--- config.mk ---
export PLATFORM = sky130hd
export DESIGN_NAME = buzzer_chirp_alarm_pattern
export DESIGN_NICKNAME = d
export VERILOG_FILES = /design/src/bcap_pkg.sv /design/src/bcap_core.sv /design/src/buzzer_chirp_alarm_pattern.sv
export SDC_FILE = /design/constraint.sdc
export NUM_CORES = 1
export LEC_CHECK = 0
export BUFFER_PORTS_ARGS = -buffer_cell sky130_fd_sc_hd__buf_2
export CORE_MARGIN = 2
export CORE_UTILIZATION = 50
export CTS_CLUSTER_DIAMETER = 120
export DETAILED_ROUTE_END_ITERATION = 7
export HOLD_SLACK_MARGIN = 0.15
export PLACE_DENSITY = 0.71
export SETUP_SLACK_MARGIN = 0.02
export SLEW_MARGIN = 0
export SYNTH_ARGS = -nofsm -noshare
export SYNTH_HDL_FRONTEND = slang
export SYNTH_SLANG_ARGS = --single-unit
--- constraint.sdc ---
create_clock -name clk -period 4 [get_ports clk]
set_input_delay 0.8 -clock clk [delete_from_list [all_inputs] [get_ports clk]]
set_output_delay 0.8 -clock clk [all_outputs]
set_load 0.005 [all_outputs]
--- src/bcap_pkg.sv ---
// ----------------------------------------------------------------------------
// bcap_pkg
// Shared types and constants of the buzzer chirp/alarm pattern generator.
// ----------------------------------------------------------------------------
package bcap_pkg;

	localparam int TIMER_WIDTH = 16;
	localparam int COUNT_WIDTH = 8;
	localparam int TICKS_WIDTH = 16;
	localparam int VALUE_WIDTH = 8;
	localparam int OP_WIDTH    = 2;
	localparam int CFG_IDX_W   = 3;
	localparam int CMP_WIDTH   = 33;
	localparam int OUT_DATA_W  = 16;

	typedef enum logic [OP_WIDTH-1:0] {
		OP_TICK    = 2'd0,
		OP_ERROR   = 2'd1,
		OP_BATTERY = 2'd2,
		OP_CHIRP   = 2'd3
	} op_t;

	typedef enum logic [CFG_IDX_W-1:0] {
		REG_CHIRP_HIGH   = 3'd0,
		REG_CHIRP_LOW    = 3'd1,
		REG_BATTERY_HIGH = 3'd2,
		REG_BATTERY_LOW  = 3'd3,
		REG_ERROR_HIGH   = 3'd4,
		REG_ERROR_LOW    = 3'd5
	} reg_idx_t;

	localparam logic [TICKS_WIDTH-1:0] CHIRP_HIGH_RST   = 16'd50;
	localparam logic [TICKS_WIDTH-1:0] CHIRP_LOW_RST    = 16'd50;
	localparam logic [TICKS_WIDTH-1:0] BATTERY_HIGH_RST = 16'd200;
	localparam logic [TICKS_WIDTH-1:0] BATTERY_LOW_RST  = 16'd800;
	localparam logic [TICKS_WIDTH-1:0] ERROR_HIGH_RST   = 16'd100;
	localparam logic [TICKS_WIDTH-1:0] ERROR_LOW_RST    = 16'd100;

	// One result item, as packed into the output tdata (level in bit 0).
	typedef struct packed {
		logic [7:0] chirps_pending;
		logic       battery_flag;
		logic       error_flag;
		logic       buzzer_level;
	} result_t;

	// Configuration write, top level to core.
	typedef struct packed {
		logic                 wr;
		logic [CFG_IDX_W-1:0] idx;
		logic [TICKS_WIDTH-1:0] data;
	} cfg_wr_t;

endpackage

--- src/bcap_core.sv ---
// ----------------------------------------------------------------------------
// bcap_core
// Pattern state and duration registers; applies one event per step and
// presents the result that the event leaves behind.
// ----------------------------------------------------------------------------
module bcap_core (
	input  logic                                clk,
	input  logic                                arst_n,
	input  bcap_pkg::cfg_wr_t                   cfg,
	input  logic                                step,
	input  logic [bcap_pkg::OP_WIDTH-1:0]       operation,
	input  logic [bcap_pkg::VALUE_WIDTH-1:0]    value,
	output bcap_pkg::result_t                   result
);

	logic [bcap_pkg::TICKS_WIDTH-1:0] chirp_high_q, chirp_low_q;
	logic [bcap_pkg::TICKS_WIDTH-1:0] battery_high_q, battery_low_q;
	logic [bcap_pkg::TICKS_WIDTH-1:0] error_high_q, error_low_q;

	logic [bcap_pkg::COUNT_WIDTH-1:0] chirps_q, chirps_d;
	logic                             phase_q, phase_d;
	logic                             error_q, error_d;
	logic                             battery_q, battery_d;
	logic [bcap_pkg::TIMER_WIDTH-1:0] elapsed_q, elapsed_d;
	logic                             drive_q, drive_d;

	logic [bcap_pkg::TIMER_WIDTH-1:0] elapsed_inc;
	logic [bcap_pkg::TICKS_WIDTH-1:0] limit;
	logic                             active;
	logic                             expired;
	logic                             burst;

	always_ff @(posedge clk or negedge arst_n) begin
		if (!arst_n) begin
			chirp_high_q   <= bcap_pkg::CHIRP_HIGH_RST;
			chirp_low_q    <= bcap_pkg::CHIRP_LOW_RST;
			battery_high_q <= bcap_pkg::BATTERY_HIGH_RST;
			battery_low_q  <= bcap_pkg::BATTERY_LOW_RST;
			error_high_q   <= bcap_pkg::ERROR_HIGH_RST;
			error_low_q    <= bcap_pkg::ERROR_LOW_RST;
		end else if (cfg.wr) begin
			case (bcap_pkg::reg_idx_t'(cfg.idx))
				bcap_pkg::REG_CHIRP_HIGH:   chirp_high_q   <= cfg.data;
				bcap_pkg::REG_CHIRP_LOW:    chirp_low_q    <= cfg.data;
				bcap_pkg::REG_BATTERY_HIGH: battery_high_q <= cfg.data;
				bcap_pkg::REG_BATTERY_LOW:  battery_low_q  <= cfg.data;
				bcap_pkg::REG_ERROR_HIGH:   error_high_q   <= cfg.data;
				bcap_pkg::REG_ERROR_LOW:    error_low_q    <= cfg.data;
				default: ;
			endcase
		end
	end

	assign burst  = (chirps_q != '0);
	assign active = burst || error_q || battery_q;
	assign elapsed_inc = (elapsed_q != '1) ? elapsed_q + 1'b1 : elapsed_q;

	always_comb begin
		if (phase_q) begin
			limit = burst ? chirp_high_q : (battery_q ? battery_high_q : error_high_q);
		end else begin
			limit = burst ? chirp_low_q : (battery_q ? battery_low_q : error_low_q);
		end
	end

	assign expired = bcap_pkg::CMP_WIDTH'(elapsed_inc) > bcap_pkg::CMP_WIDTH'(limit);

	always_comb begin
		chirps_d  = chirps_q;
		phase_d   = phase_q;
		error_d   = error_q;
		battery_d = battery_q;
		elapsed_d = elapsed_q;
		drive_d   = drive_q;
		case (bcap_pkg::op_t'(operation))
			bcap_pkg::OP_TICK: begin
				elapsed_d = elapsed_inc;
				if (!active) begin
					drive_d = 1'b0;
				end else begin
					if (expired) begin
						phase_d   = !phase_q;
						elapsed_d = '0;
						if (phase_q && burst) begin
							chirps_d = chirps_q - 1'b1;
						end
					end
					drive_d = expired ? !phase_q : phase_q;
				end
			end
			bcap_pkg::OP_ERROR:   error_d   = value[0];
			bcap_pkg::OP_BATTERY: battery_d = value[0];
			bcap_pkg::OP_CHIRP: begin
				chirps_d  = bcap_pkg::COUNT_WIDTH'(value);
				phase_d   = !(error_q || battery_q);
				elapsed_d = '0;
			end
			default: ;
		endcase
	end

	always_ff @(posedge clk or negedge arst_n) begin
		if (!arst_n) begin
			chirps_q  <= '0;
			phase_q   <= 1'b0;
			error_q   <= 1'b0;
			battery_q <= 1'b0;
			elapsed_q <= '0;
			drive_q   <= 1'b0;
		end else if (step) begin
			chirps_q  <= chirps_d;
			phase_q   <= phase_d;
			error_q   <= error_d;
			battery_q <= battery_d;
			elapsed_q <= elapsed_d;
			drive_q   <= drive_d;
		end
	end

	assign result.buzzer_level   = drive_d;
	assign result.error_flag     = error_d;
	assign result.battery_flag   = battery_d;
	assign result.chirps_pending = 8'(chirps_d);

endmodule

--- src/buzzer_chirp_alarm_pattern.sv ---
// ----------------------------------------------------------------------------
// buzzer_chirp_alarm_pattern
// Buzzer pattern generator: ticks, alarm enables and chirp bursts in, one
// status item with the buzzer level out per event.
// ----------------------------------------------------------------------------
// Every input transfer yields exactly one output transfer. The block takes one
// event per cycle while the output side keeps taking transfers: the event is
// applied to the pattern state in a single pass of logic and the resulting
// status is written into the output register in the same cycle. The single
// output register is the only buffer: a new event is taken whenever that
// register is empty or is being drained in the same cycle. Event kinds travel
// in s_axis_tuser (tick, set error alarm, set battery alarm, start chirp
// burst); s_axis_tdata bit 0 is the alarm enable, or the whole byte is the
// chirp count. A chirp burst beats the battery alarm, which beats the error
// alarm; a phase flips once its tick count strictly exceeds the selected
// duration. Duration registers are written through the cfg channel, which is
// always ready; write them only while no event is in flight.
// ----------------------------------------------------------------------------
module buzzer_chirp_alarm_pattern (
	input  logic                                 clk,
	input  logic                                 arst_n,
	// Event input
	input  logic                                 s_axis_tvalid,
	output logic                                 s_axis_tready,
	input  logic [7:0]                           s_axis_tdata,  // [7:0] value
	input  logic [1:0]                           s_axis_tuser,  // [1:0] operation
	// Status output
	output logic                                 m_axis_tvalid,
	input  logic                                 m_axis_tready,
	output logic [bcap_pkg::OUT_DATA_W-1:0]      m_axis_tdata,  // [0] buzzer_level,
	                                                             // [1] error_flag,
	                                                             // [2] battery_flag,
	                                                             // [10:3] chirps_pending,
	                                                             // [15:11] zero
	// Duration register writes
	input  logic                                 cfg_valid,
	output logic                                 cfg_ready,
	input  logic [bcap_pkg::CFG_IDX_W-1:0]       cfg_index,
	input  logic [bcap_pkg::TICKS_WIDTH-1:0]     cfg_data
);

	logic               in_xfer;
	bcap_pkg::cfg_wr_t  cfg_wr;
	bcap_pkg::result_t  result;
	logic               out_valid_q;
	bcap_pkg::result_t  out_data_q;

	// Writes go straight into the duration registers; never hold the channel off.
	assign cfg_ready   = 1'b1;
	assign cfg_wr.wr   = cfg_valid;
	assign cfg_wr.idx  = cfg_index;
	assign cfg_wr.data = cfg_data;

	// Take a new event when the output register is empty or drains this cycle.
	assign s_axis_tready = !out_valid_q || m_axis_tready;
	assign in_xfer       = s_axis_tvalid && s_axis_tready;

	bcap_core u_core (
		.clk       (clk),
		.arst_n    (arst_n),
		.cfg       (cfg_wr),
		.step      (in_xfer),
		.operation (s_axis_tuser),
		.value     (s_axis_tdata),
		.result    (result)
	);

	// Output register: load on every accepted event, drop valid once taken.
	always_ff @(posedge clk or negedge arst_n) begin
		if (!arst_n) begin
			out_valid_q <= 1'b0;
		end else if (in_xfer) begin
			out_valid_q <= 1'b1;
		end else if (m_axis_tready) begin
			out_valid_q <= 1'b0;
		end
	end

	always_ff @(posedge clk) begin
		if (in_xfer) begin
			out_data_q <= result;
		end
	end

	assign m_axis_tvalid = out_valid_q;
	assign m_axis_tdata  = bcap_pkg::OUT_DATA_W'(out_data_q);

endmodule

Word-level counts from Yosys, hierarchy flattened
Index checks and enable logic that the tools add are counted.
{ "word_totals": {"ff_bits": 136, "input_bits": 34, "output_inout_bits": 19, "elab_cells": 74} }
{ "classes": {"addsub": 2, "n_lt_le_gt_ge": 1, "eq_ne": 10, "n_mux": 22, "reduce_logical": 22} }
{ "ops": {"columns": ["op", "n"], "rows": [
  ["$mux W16", 8],
  ["$pmux W16 S2", 1],
  ["$mux W8", 3],
  ["$add A16 B1 Y16 const B", 1],
  ["$gt A16 B16 Y1", 1],
  ["$ne A16 B16 Y1 const B", 1],
  ["$pmux W8 S2", 1],
  ["$reduce_and A2 Y1", 7],
  ["$mux W1", 8],
  ["$reduce_bool A8 Y1", 1],
  ["$sub A8 B1 Y8 const B", 1],
  ["$eq A3 B2 Y1 const B", 2],
  ["$eq A3 B3 Y1 const B", 2],
  ["$eq A2 B2 Y1 const B", 2],
  ["$logic_or A1 B1 Y1", 4],
  ["$reduce_bool A2 Y1", 2],
  ["$eq A3 B1 Y1 const B", 1],
  ["$logic_not A1 Y1", 3],
  ["$logic_not A3 Y1", 1],
  ["$reduce_and A3 Y1", 1],
  ["$eq A2 B1 Y1 const B", 1],
  ["$logic_and A1 B1 Y1", 2],
  ["$logic_not A2 Y1", 1],
  ["$ne A2 B1 Y1 const B", 1],
  ["$pmux W1 S2", 1]
]} }

Logic depth before layout (Yosys ltp)
Gate-level depths: netlist of run 1.
{ "logic_depth": {"ltp_word": 7, "depth_mapped": 19, "ltp_nobuf": 14} }

By module
Synthesis of run 1 repeated with hierarchy kept, for this count alone.
{ "unflattened": {"cells_unflattened": 597, "hier_area_um2": 7214.4} }
{ "by_module_without_submodules": {"columns": ["module", "n_inst", "cells_per_inst", "area_each_um2", "seq_area_each_um2"], "rows": [
  ["bcap_core", 1, 574, 6777.8, 3125.5],
  ["buzzer_chirp_alarm_pattern", 1, 23, 436.7, 355.3]
]} }

Worst setup path before layout of run 1
OpenSTA, ideal clock, no wires.
{ "synth_timing": {"path_type": "reg2reg", "from": "register u_core.elapsed_q[4] in the netlist's numbering", "to": "register out_data_q (netlist bit m_axis_tdata[6]) (data pin)", "setup_ns": 0.267, "arrival_time_ns": 3.737, "required_time_ns": 3.733, "slack_ns": -0.005, "stages_incl_launch_ff": 19, "path_buffers": 4, "period_less_slack_ns": 4.005, "path_cell_list": "dfrtp_1 -> buf_2 -> nand4_1 -> or2_4 -> or4_4 -> buf_6 -> nor2b_4 -> buf_6 -> nand2_1 -> xnor2_1 -> ha_1 -> a41o_1 -> a21oi_1 -> nor3_1 -> or4_1 -> buf_4 -> and2_1 -> a32oi_1 -> o21ai_0"} }
{ "synth_lines": {"columns": ["item", "line_no", "source"], "rows": [
  ["start: declaration", "bcap_core.sv:24", "logic [bcap_pkg::TIMER_WIDTH-1:0] elapsed_q, elapsed_d;"],
  ["start signal: assignment", "bcap_core.sv:115", "elapsed_q <= elapsed_d;"],
  ["end signal: assignment", "buzzer_chirp_alarm_pattern.sv:81", "out_data_q <= result;"],
  ["end: declaration", "buzzer_chirp_alarm_pattern.sv:46", "bcap_pkg::result_t out_data_q;"]
]} }

==> results of run 1 <==
## through the flow
stage / cell area [um2] / setup TNS [ns] / util, % / std cells / power [W]
CTS: 8560 / 0 / 59.6 / 875 / 0.00507
global route: 8700 / -0.133 / 60.6 / 880 / 0.00536
global placement: 7920 / -0.0367 / 55.1 / 843 / 0.00334
detailed placement: 7920 / -0.303 / 55.1 / 843 / 0.00343
finish: 8700 / 0 / 60.6 / 880 / 0.00510
floorplan: 7310 / 0 / - / 618 / 0.00294
## area by class of cell
| cell class | instances | area share (%) |
|---|---|---|
| sequential | 136 | 40.0 |
| multi-input combinational | 429 | 42.8 |
| tap | 184 | 2.65 |
| inverter | 15 | 0.647 |
| clock buffer | 23 | 5.87 |
| clock inverter | 9 | 1.28 |
| timing repair buffer | 84 | 6.72 |
## power groups by stage
stage	Clock, W	Sequential [W]	Combinational [W]
floorplan	0	0.00185	0.00109
finish	0.00161	0.00193	0.00156
CTS	0.00164	0.00193	0.00151
detailed placement	0	0.00194	0.00149
global route	0.00168	0.00196	0.00172
global placement	0	0.00191	0.00143
## worst max-delay path, delay by kind of cell (launching register included)
family | cells | cell delay, ns
adder cells (fa/ha/maj) | 2 | 0.51
AO/OA/AOI/OAI | 3 | 0.48
flip-flops | 1 | 0.40
XOR/XNOR | 1 | 0.14
AND/OR/NAND/NOR | 8 | 1.94
buffers and inverters | 1 | 0.14
## cell families after synthesis
| kind of cell | Yosys count | synth area share (%) |
|---|---|---|
| other cells | 2 | 0.103 |
| compound gates | 108 | 9.47 |
| simple gates | 146 | 11.0 |
| xor+xnor | 11 | 1.32 |
| flops | 136 | 47.7 |
| fa+ha+maj | 23 | 3.94 |
| mux | 135 | 23.0 |
| buf+inv | 53 | 3.40 |
## worst paths after layout
kind | startpoint | endpoint | slack (ns)
min reg2reg | u_core.error_high_q[7]$_DFFE_PN0P_ | u_core.error_high_q[7]$_DFFE_PN0P_ | 0.50
max reg2reg | u_core.elapsed_q[1]$_DFFE_PN0P_ | m_axis_tdata[8]$_DFFE_PP_ | 0.13
min in group clk | u_core.error_high_q[7]$_DFFE_PN0P_ | u_core.error_high_q[7]$_DFFE_PN0P_ | 0.50
max | u_core.elapsed_q[1]$_DFFE_PN0P_ | m_axis_tdata[8]$_DFFE_PP_ | 0.13
min | arst_n | u_core.chirps_q[6]$_DFFE_PN0P_ | 0.43
max in group asynchronous | arst_n | u_core.battery_low_q[8]$_DFFE_PN1P_ | 2.72
## cell usage after synthesis (all sizes together) (3+ instances only)
cell	count	area, um2
o21ai	40	200
a21oi	23	115
nor2b	5	38.8
and4	3	27.5
mux2i	16	160
nor4	7	65.1
nor3	9	45.0
nand2b	5	31.3
buf	14	101
nand2	41	154
a31oi	6	43.8
clkbuf	24	90.1
dfrtp	107	2680
o21a	4	30.0
and3	4	25.0
a32o	5	50.1
mux4	16	360
mux2	103	1160
a32oi	3	26.3
nor2	23	86.3
nand4	8	71.3
ha	23	288
xnor2	10	87.6
a21o	6	45.0
or2	4	27.5
edfxtp	11	330
or4	8	65.1
nand3	22	115
inv	14	52.6
dfstp	18	473
o211ai	3	22.5
## sequential cells by signal, indices dropped and copies added, names as in the netlist, 8 cells and up
signal and cells:
m_axis_tdata 11, u_core.battery_high_q 16, u_core.battery_low_q 16, u_core.chirp_high_q 16
u_core.chirp_low_q 16, u_core.chirps_q 8, u_core.elapsed_q 16, u_core.error_high_q 16
u_core.error_low_q 16
## routing by layer
metal / track usage (%) / vias up
met5: 0 / -
met4: 8.92 / 0
met3: 4.25 / 45
met2: 36.8 / 166
met1: 28.6 / 2713
li1: - / 2421
## repair_timing
item,CTS,global route
hold buffers,0,0
pin swaps,0,8
endpoints found under the setup margin,12,26
resized for setup,3,23
buffers inserted,0,5
==> metrics.csv, run 1 <==
stage,metric,value,unit
timing,slack of the critical path,0.131,ns
setup_path,Crit Path Max Fanout,7,
synthesis,Avg Inst Size Synth,11.9,um2
global_route,initial antenna violation count,0,
cells_and_area,layout cells sized above 1,41.8,%
cells_and_area,"most common cell after layout, fill and taps aside",dfrtp_1,
power,Int Pwr,0.00355,W
power,switching share of power,30.5,%
placed_design,hpwl dp,11.0,mm
global_route,gr ovfl total,0,
cells_and_area,Antenna Cells,0,
global_route,vias in the first global route,5524,
synthesis,Synth Register Bits,136,
setup_path,Worst Setup Start Kind,flip-flop,
setup_path,Crit. End Element,flip-flop,
cells_and_area,Area growth syn-to-layout,19.3,%
setup_path,slowest CP cell,or4_4,
routing,first-pass detailed-route iteration total,5,
cts,H-tree depth,4,
power,Seq pwr share,37.8,%
global_route,total track usage,22.1,%
cells_and_area,Seq. cell area,3480,um2
routing,met1 wire length,7.24,mm
setup_path,R2R cell count,15,
cts,"Reg clk slew, reported paths",0.06,ns
floorplanning,die area,15600,um2
cells_and_area,multi-input combinational cell area,3730,um2
cells_and_area,most frequent cells in the layout,"dfrtp_1 (106), mux2_2 (103), buf_2 (45)",
timing,Fin. Hold Viols,0,
run_status,status,"complete, no violations",
cts,CTS buffer count,17,
timing,Layout Skew,0.00732,ns
routing,initial DRC count,392,
cells_and_area,Fillers,1101,
timing,Rel. slew slack,33.2,%
synthesis,ys flop type,dfrtp_1,
synthesis,Netlist cell types,68,
routing,average routed wire per standard cell,19.2,um
min_path,Worst Hold Class,input pin to async pin,
power,Gate power share,30.6,%
global_route,largest net degree at the start of global routing,73,
cts,Root Buffer,clkbuf_16,
setup_path,critical path required time,4.16,ns
cells_and_area,nets,740,
power,Power per Cell Area,587,nW/um2
power,Static Leakage,3.75,nW
cts,Longest Clk Path Bufs,2,
timing,Final Setup Violations,0,
cts,clk_lat worst skew,0.42,ns
cts,CTS tree,done,
routing,DR top layer,met4,
routing,vias per std cell,6.07,
routing,routed wire length,16.9,mm
synthesis,Mapped Cells,614,
timing,maximum clock frequency,258,MHz
global_route,first-pass GRT wire length,27.5,mm
timing,worst slew pin tran,0.999,ns
setup_path,Setup CP Type,flip-flop to flip-flop,
synthesis,Post-synth EDFFs,11,
power,Max VDD drop,0.371,mV
run,max_cap viols,0,
routing,total number of vias,5345,
setup_path,Worst path max stage delay,0.59,ns
synthesis,warnings from Yosys,0,
placed_design,"worst slack, placed",-0.125,ns
floorplanning,core area,14400,um2
cts,clock sink count,136,
power,clock share of power,31.6,%
routing,DRC violations left,0,
floorplanning,num ports,53,
timing,worst hold slack,0.427,ns
floorplanning,Initial Util,50.8,%
setup_path,crit path cell chain,"ha_1, nand2_1, or4_4, nor2b_4, nand2_2, xnor2_1, ha_1, nand4_1, nor4_2, buf_4, a21boi_2, or4_4, and2_4, a32oi_2, o21ai_1",
timing,Final Cycle Share,96.7,%
timing,fin. max-slew vios,0,
routing,Routed Antenna Nets,0,
setup_path,critical path arrival,4.03,ns
floorplanning,row cnt,44,
routing,met2 WL,8.46,mm
synthesis,Mapped Area,7300,um2
floorplanning,die height,125,um
placed_design,routability cong.,0.884,
routing,met3 wire len,795,um
timing,fin crit period,3.87,ns
placed_design,I/O Buffers,46,
synthesis,register area share after synthesis,47.7,%
power,Net Sw Power,0.00156,W
floorplanning,Die W,125,um
synthesis,asr flop ratio synth,91.9,%
Note: power is estimated with default switching activity, not from simulation.
==> run 2: changes to the inputs <==
Settings changed: CTS_BUF_LIST from default to sky130_fd_sc_hd__clkbuf_4 sky130_fd_sc_hd__clkbuf_8, PLACE_DENSITY 0.71 to 0.68.
Clock period 4 ns to 3.71 ns, I/O delays scaled along.
==> run 2 against run 1 <==
Compared with the run above:
- the run now ends with setup timing left
- utilization grew 1.1 points
- critical path type unchanged
- clock skew rose by 0.0026 ns
- global-route usage shrank 0.26 points
- final cell count is 2.5% higher
- die area stayed put
- power down 1.5%
- combinational power increased by 19%
- critical path depth is 2 lower
- via count is 1.2% lower
- maximum frequency barely moved
- clock power down 29%
==> metrics.csv, run 2 (same netlist as run 1, synthesis figures left out) <==
stage,metric,value,unit,change
routing,first-pass detailed-route iteration total,5,,unchanged
global_route,total track usage,21.9,%,-0.26 points
setup_path,critical path arrival,4.06,ns,+0.03 ns
global_route,vias in the first global route,5445,,-1.4%
placed_design,"worst slack, placed",-0.142,ns,-0.0170 ns
power,Max VDD drop,0.355,mV,-4.4%
cells_and_area,nets,762,,+3.0%
run,max_cap viols,0,,unchanged
power,Power per Cell Area,567,nW/um2,-3.3%
setup_path,R2R cell count,13,,-2
setup_path,critical path required time,3.90,ns,-0.26 ns
cells_and_area,layout cells sized above 1,46.9,%,+5.1 points
timing,slack of the critical path,-0.160,ns,-0.290 ns
cells_and_area,post-layout util,61.7,%,+1.1 points
cells_and_area,most frequent cells in the layout,"dfrtp_1 (106), mux2_2 (102), buf_4 (52)",,
cts,CTS tree,done,,
global_route,initial antenna violation count,0,,unchanged
setup_path,Worst Setup Start Kind,flip-flop,,
timing,Fin. Hold Viols,0,,unchanged
cells_and_area,"most common cell after layout, fill and taps aside",dfrtp_1,,
routing,initial DRC count,311,,-21%
timing,Final Setup Violations,24,,+24
routing,Routed Antenna Nets,0,,unchanged
timing,worst slew pin tran,0.741,ns,-0.259 ns
floorplanning,Die W,125,um,unchanged
timing,setup tns final,-1.63,ns,-1.63 ns
cts,Post-CTS Hold Fix Bufs,0,,unchanged
routing,DRC violations left,0,,unchanged
setup_path,minimum setup slack among reg-to-reg paths,-0.16,ns,-0.29 ns
setup_path,reg-to-reg critical path endpoint,m_axis_tdata[8]$_DFFE_PP_,,
global_route,gr ovfl total,0,,unchanged
run_status,status,finished with violations,,
cts,Longest Clk Path Bufs,2,,unchanged
setup_path,worst r2r src,u_core.elapsed_q[5]$_DFFE_PN0P_,,
cells_and_area,fin cells,902,,+2.5%
placed_design,routability cong.,0.837,,-5.4%
cts,clk_lat worst skew,0.45,ns,+0.03 ns
routing,vias per std cell,5.86,,-3.6%
placed_design,hpwl dp,10.9,mm,-0.85%
routing,routed wire length,16.5,mm,-2.0%
timing,Rel. slew slack,50.6,%,+17 points
cells_and_area,Antenna Cells,0,,unchanged
power,Static Leakage,3.89,nW,+3.7%
routing,average routed wire per standard cell,18.3,um,-4.4%
floorplanning,core area,14400,um2,unchanged
run_status,failing checks,setup timing,,
floorplanning,die height,125,um,unchanged
floorplanning,row cnt,44,,unchanged
timing,Final Cycle Share,104,%,+7.6 points
global_route,largest net degree at the start of global routing,87,,+19%
timing,fin crit period,3.87,ns,+0.000467 ns
setup_path,Crit Path Max Fanout,6,,-1
floorplanning,num ports,53,,unchanged
min_path,Worst Hold Class,input pin to async pin,,
cts,H-tree depth,4,,unchanged
cts,Root Buffer,clkbuf_8,,
routing,total number of vias,5282,,-1.2%
timing,RSZ-0062 raised after global routing,yes,,
setup_path,Crit. End Element,flip-flop,,
cells_and_area,Area growth syn-to-layout,21.5,%,
setup_path,Setup CP Type,flip-flop to flip-flop,,
cts,"Reg clk slew, reported paths",0.08,ns,+0.02 ns
global_route,first-pass GRT wire length,27.1,mm,-1.4%
placed_design,Area after DPL,8070,um2,+1.9%
timing,fin. max-slew vios,0,,unchanged
placed_design,I/O Buffers,46,,unchanged
cts,clock sink count,136,,unchanged
floorplanning,Initial Util,50.8,%,unchanged
placed_design,Placed Cells,856,,+1.5%
cts,CTS buffer count,17,,unchanged
cells_and_area,"Design Area, Final",8860,um2,+1.9%
floorplanning,die area,15600,um2,unchanged
timing,maximum clock frequency,258,MHz,about the same
timing,Layout Skew,0.00989,ns,+0.00257 ns
## run 2: changes by cell type in the layout (fill, tap and decap cells not counted), sizes merged
cell | before | now
clkinv | 6 | 7
buf | 84 | 106
bufinv | 2 | 0
clkinvlp | 2 | 1
inv | 14 | 16
## run 2: final cells by class
| class | instances | area (um2) |
|---|---|---|
| clock buffer | 23 | 317 |
| inverter | 15 | 56.3 |
| tap | 184 | 230 |
| fill | 1099 | 5510 |
| clock inverter | 9 | 63.8 |
| sequential | 136 | 3480 |
| timing repair buffer | 106 | 761 |
| multi-input combinational | 429 | 3950 |
## run 2: worst max-delay path by stage
stage	slack, ns	end	startpoint
5_1_grt	-0.25	m_axis_tdata[8]$_DFFE_PP_	u_core.elapsed_q[5]$_DFFE_PN0P_
2_1_floorplan	-0.06	m_axis_tdata[8]$_DFFE_PP_	u_core.elapsed_q[7]$_DFFE_PN0P_
6_report	-0.16	m_axis_tdata[8]$_DFFE_PP_	u_core.elapsed_q[5]$_DFFE_PN0P_
3_3_place_gp	-0.12	m_axis_tdata[5]$_DFFE_PP_	u_core.elapsed_q[6]$_DFFE_PN0P_
4_1_cts	-0.04	m_axis_tdata[5]$_DFFE_PP_	u_core.elapsed_q[3]$_DFFE_PN0P_
3_5_place_dp	-0.14	u_core.chirps_q[0]$_DFFE_PN0P_	u_core.elapsed_q[5]$_DFFE_PN0P_
## run 2: stage by stage
step	hold slack (ns)	power, W
3_5_place_dp	0.492	0.00374
6_report	0.264	0.00503
4_1_cts	0.274	0.00496
3_3_place_gp	0.482	0.00365
5_1_grt	0.286	0.00534
2_1_floorplan	0.446	0.00319
## run 2: worst max-delay path, cell delays in order (launching register included)
cell and delay (ns):
dfrtp_1 0.36, nand4_1 0.16, or2_4 0.28, or4_4 0.53, buf_6 0.14, mux2_4 0.32, ha_4 0.21, nor2b_1 0.13
o211ai_1 0.30, a21boi_4 0.11, or4_4 0.58, and2_4 0.20, a32oi_4 0.20, o21ai_1 0.10
## run 2: metal layers
layer	track usage [%]	vias up	share of wire (%)
met1	28.8	2656	43
met3	4.64	25	4.4
met4	7.40	0	1.8
met5	0	-	0
met2	36.2	140	51
li1	-	2461	-
## run 2: timing repair
action                     CTS  global route
pin swaps                   11            33
gates resized for setup     26            35
setup endpoints to repair   26            34
setup buffers                9             6
## run 2: power breakdown
group | internal [W] | switching, W
registers | 0.00185 | 0.000175
logic | 0.000930 | 0.000931
clock network | 0.000571 | 0.000574
total | 0.00335 | 0.00168
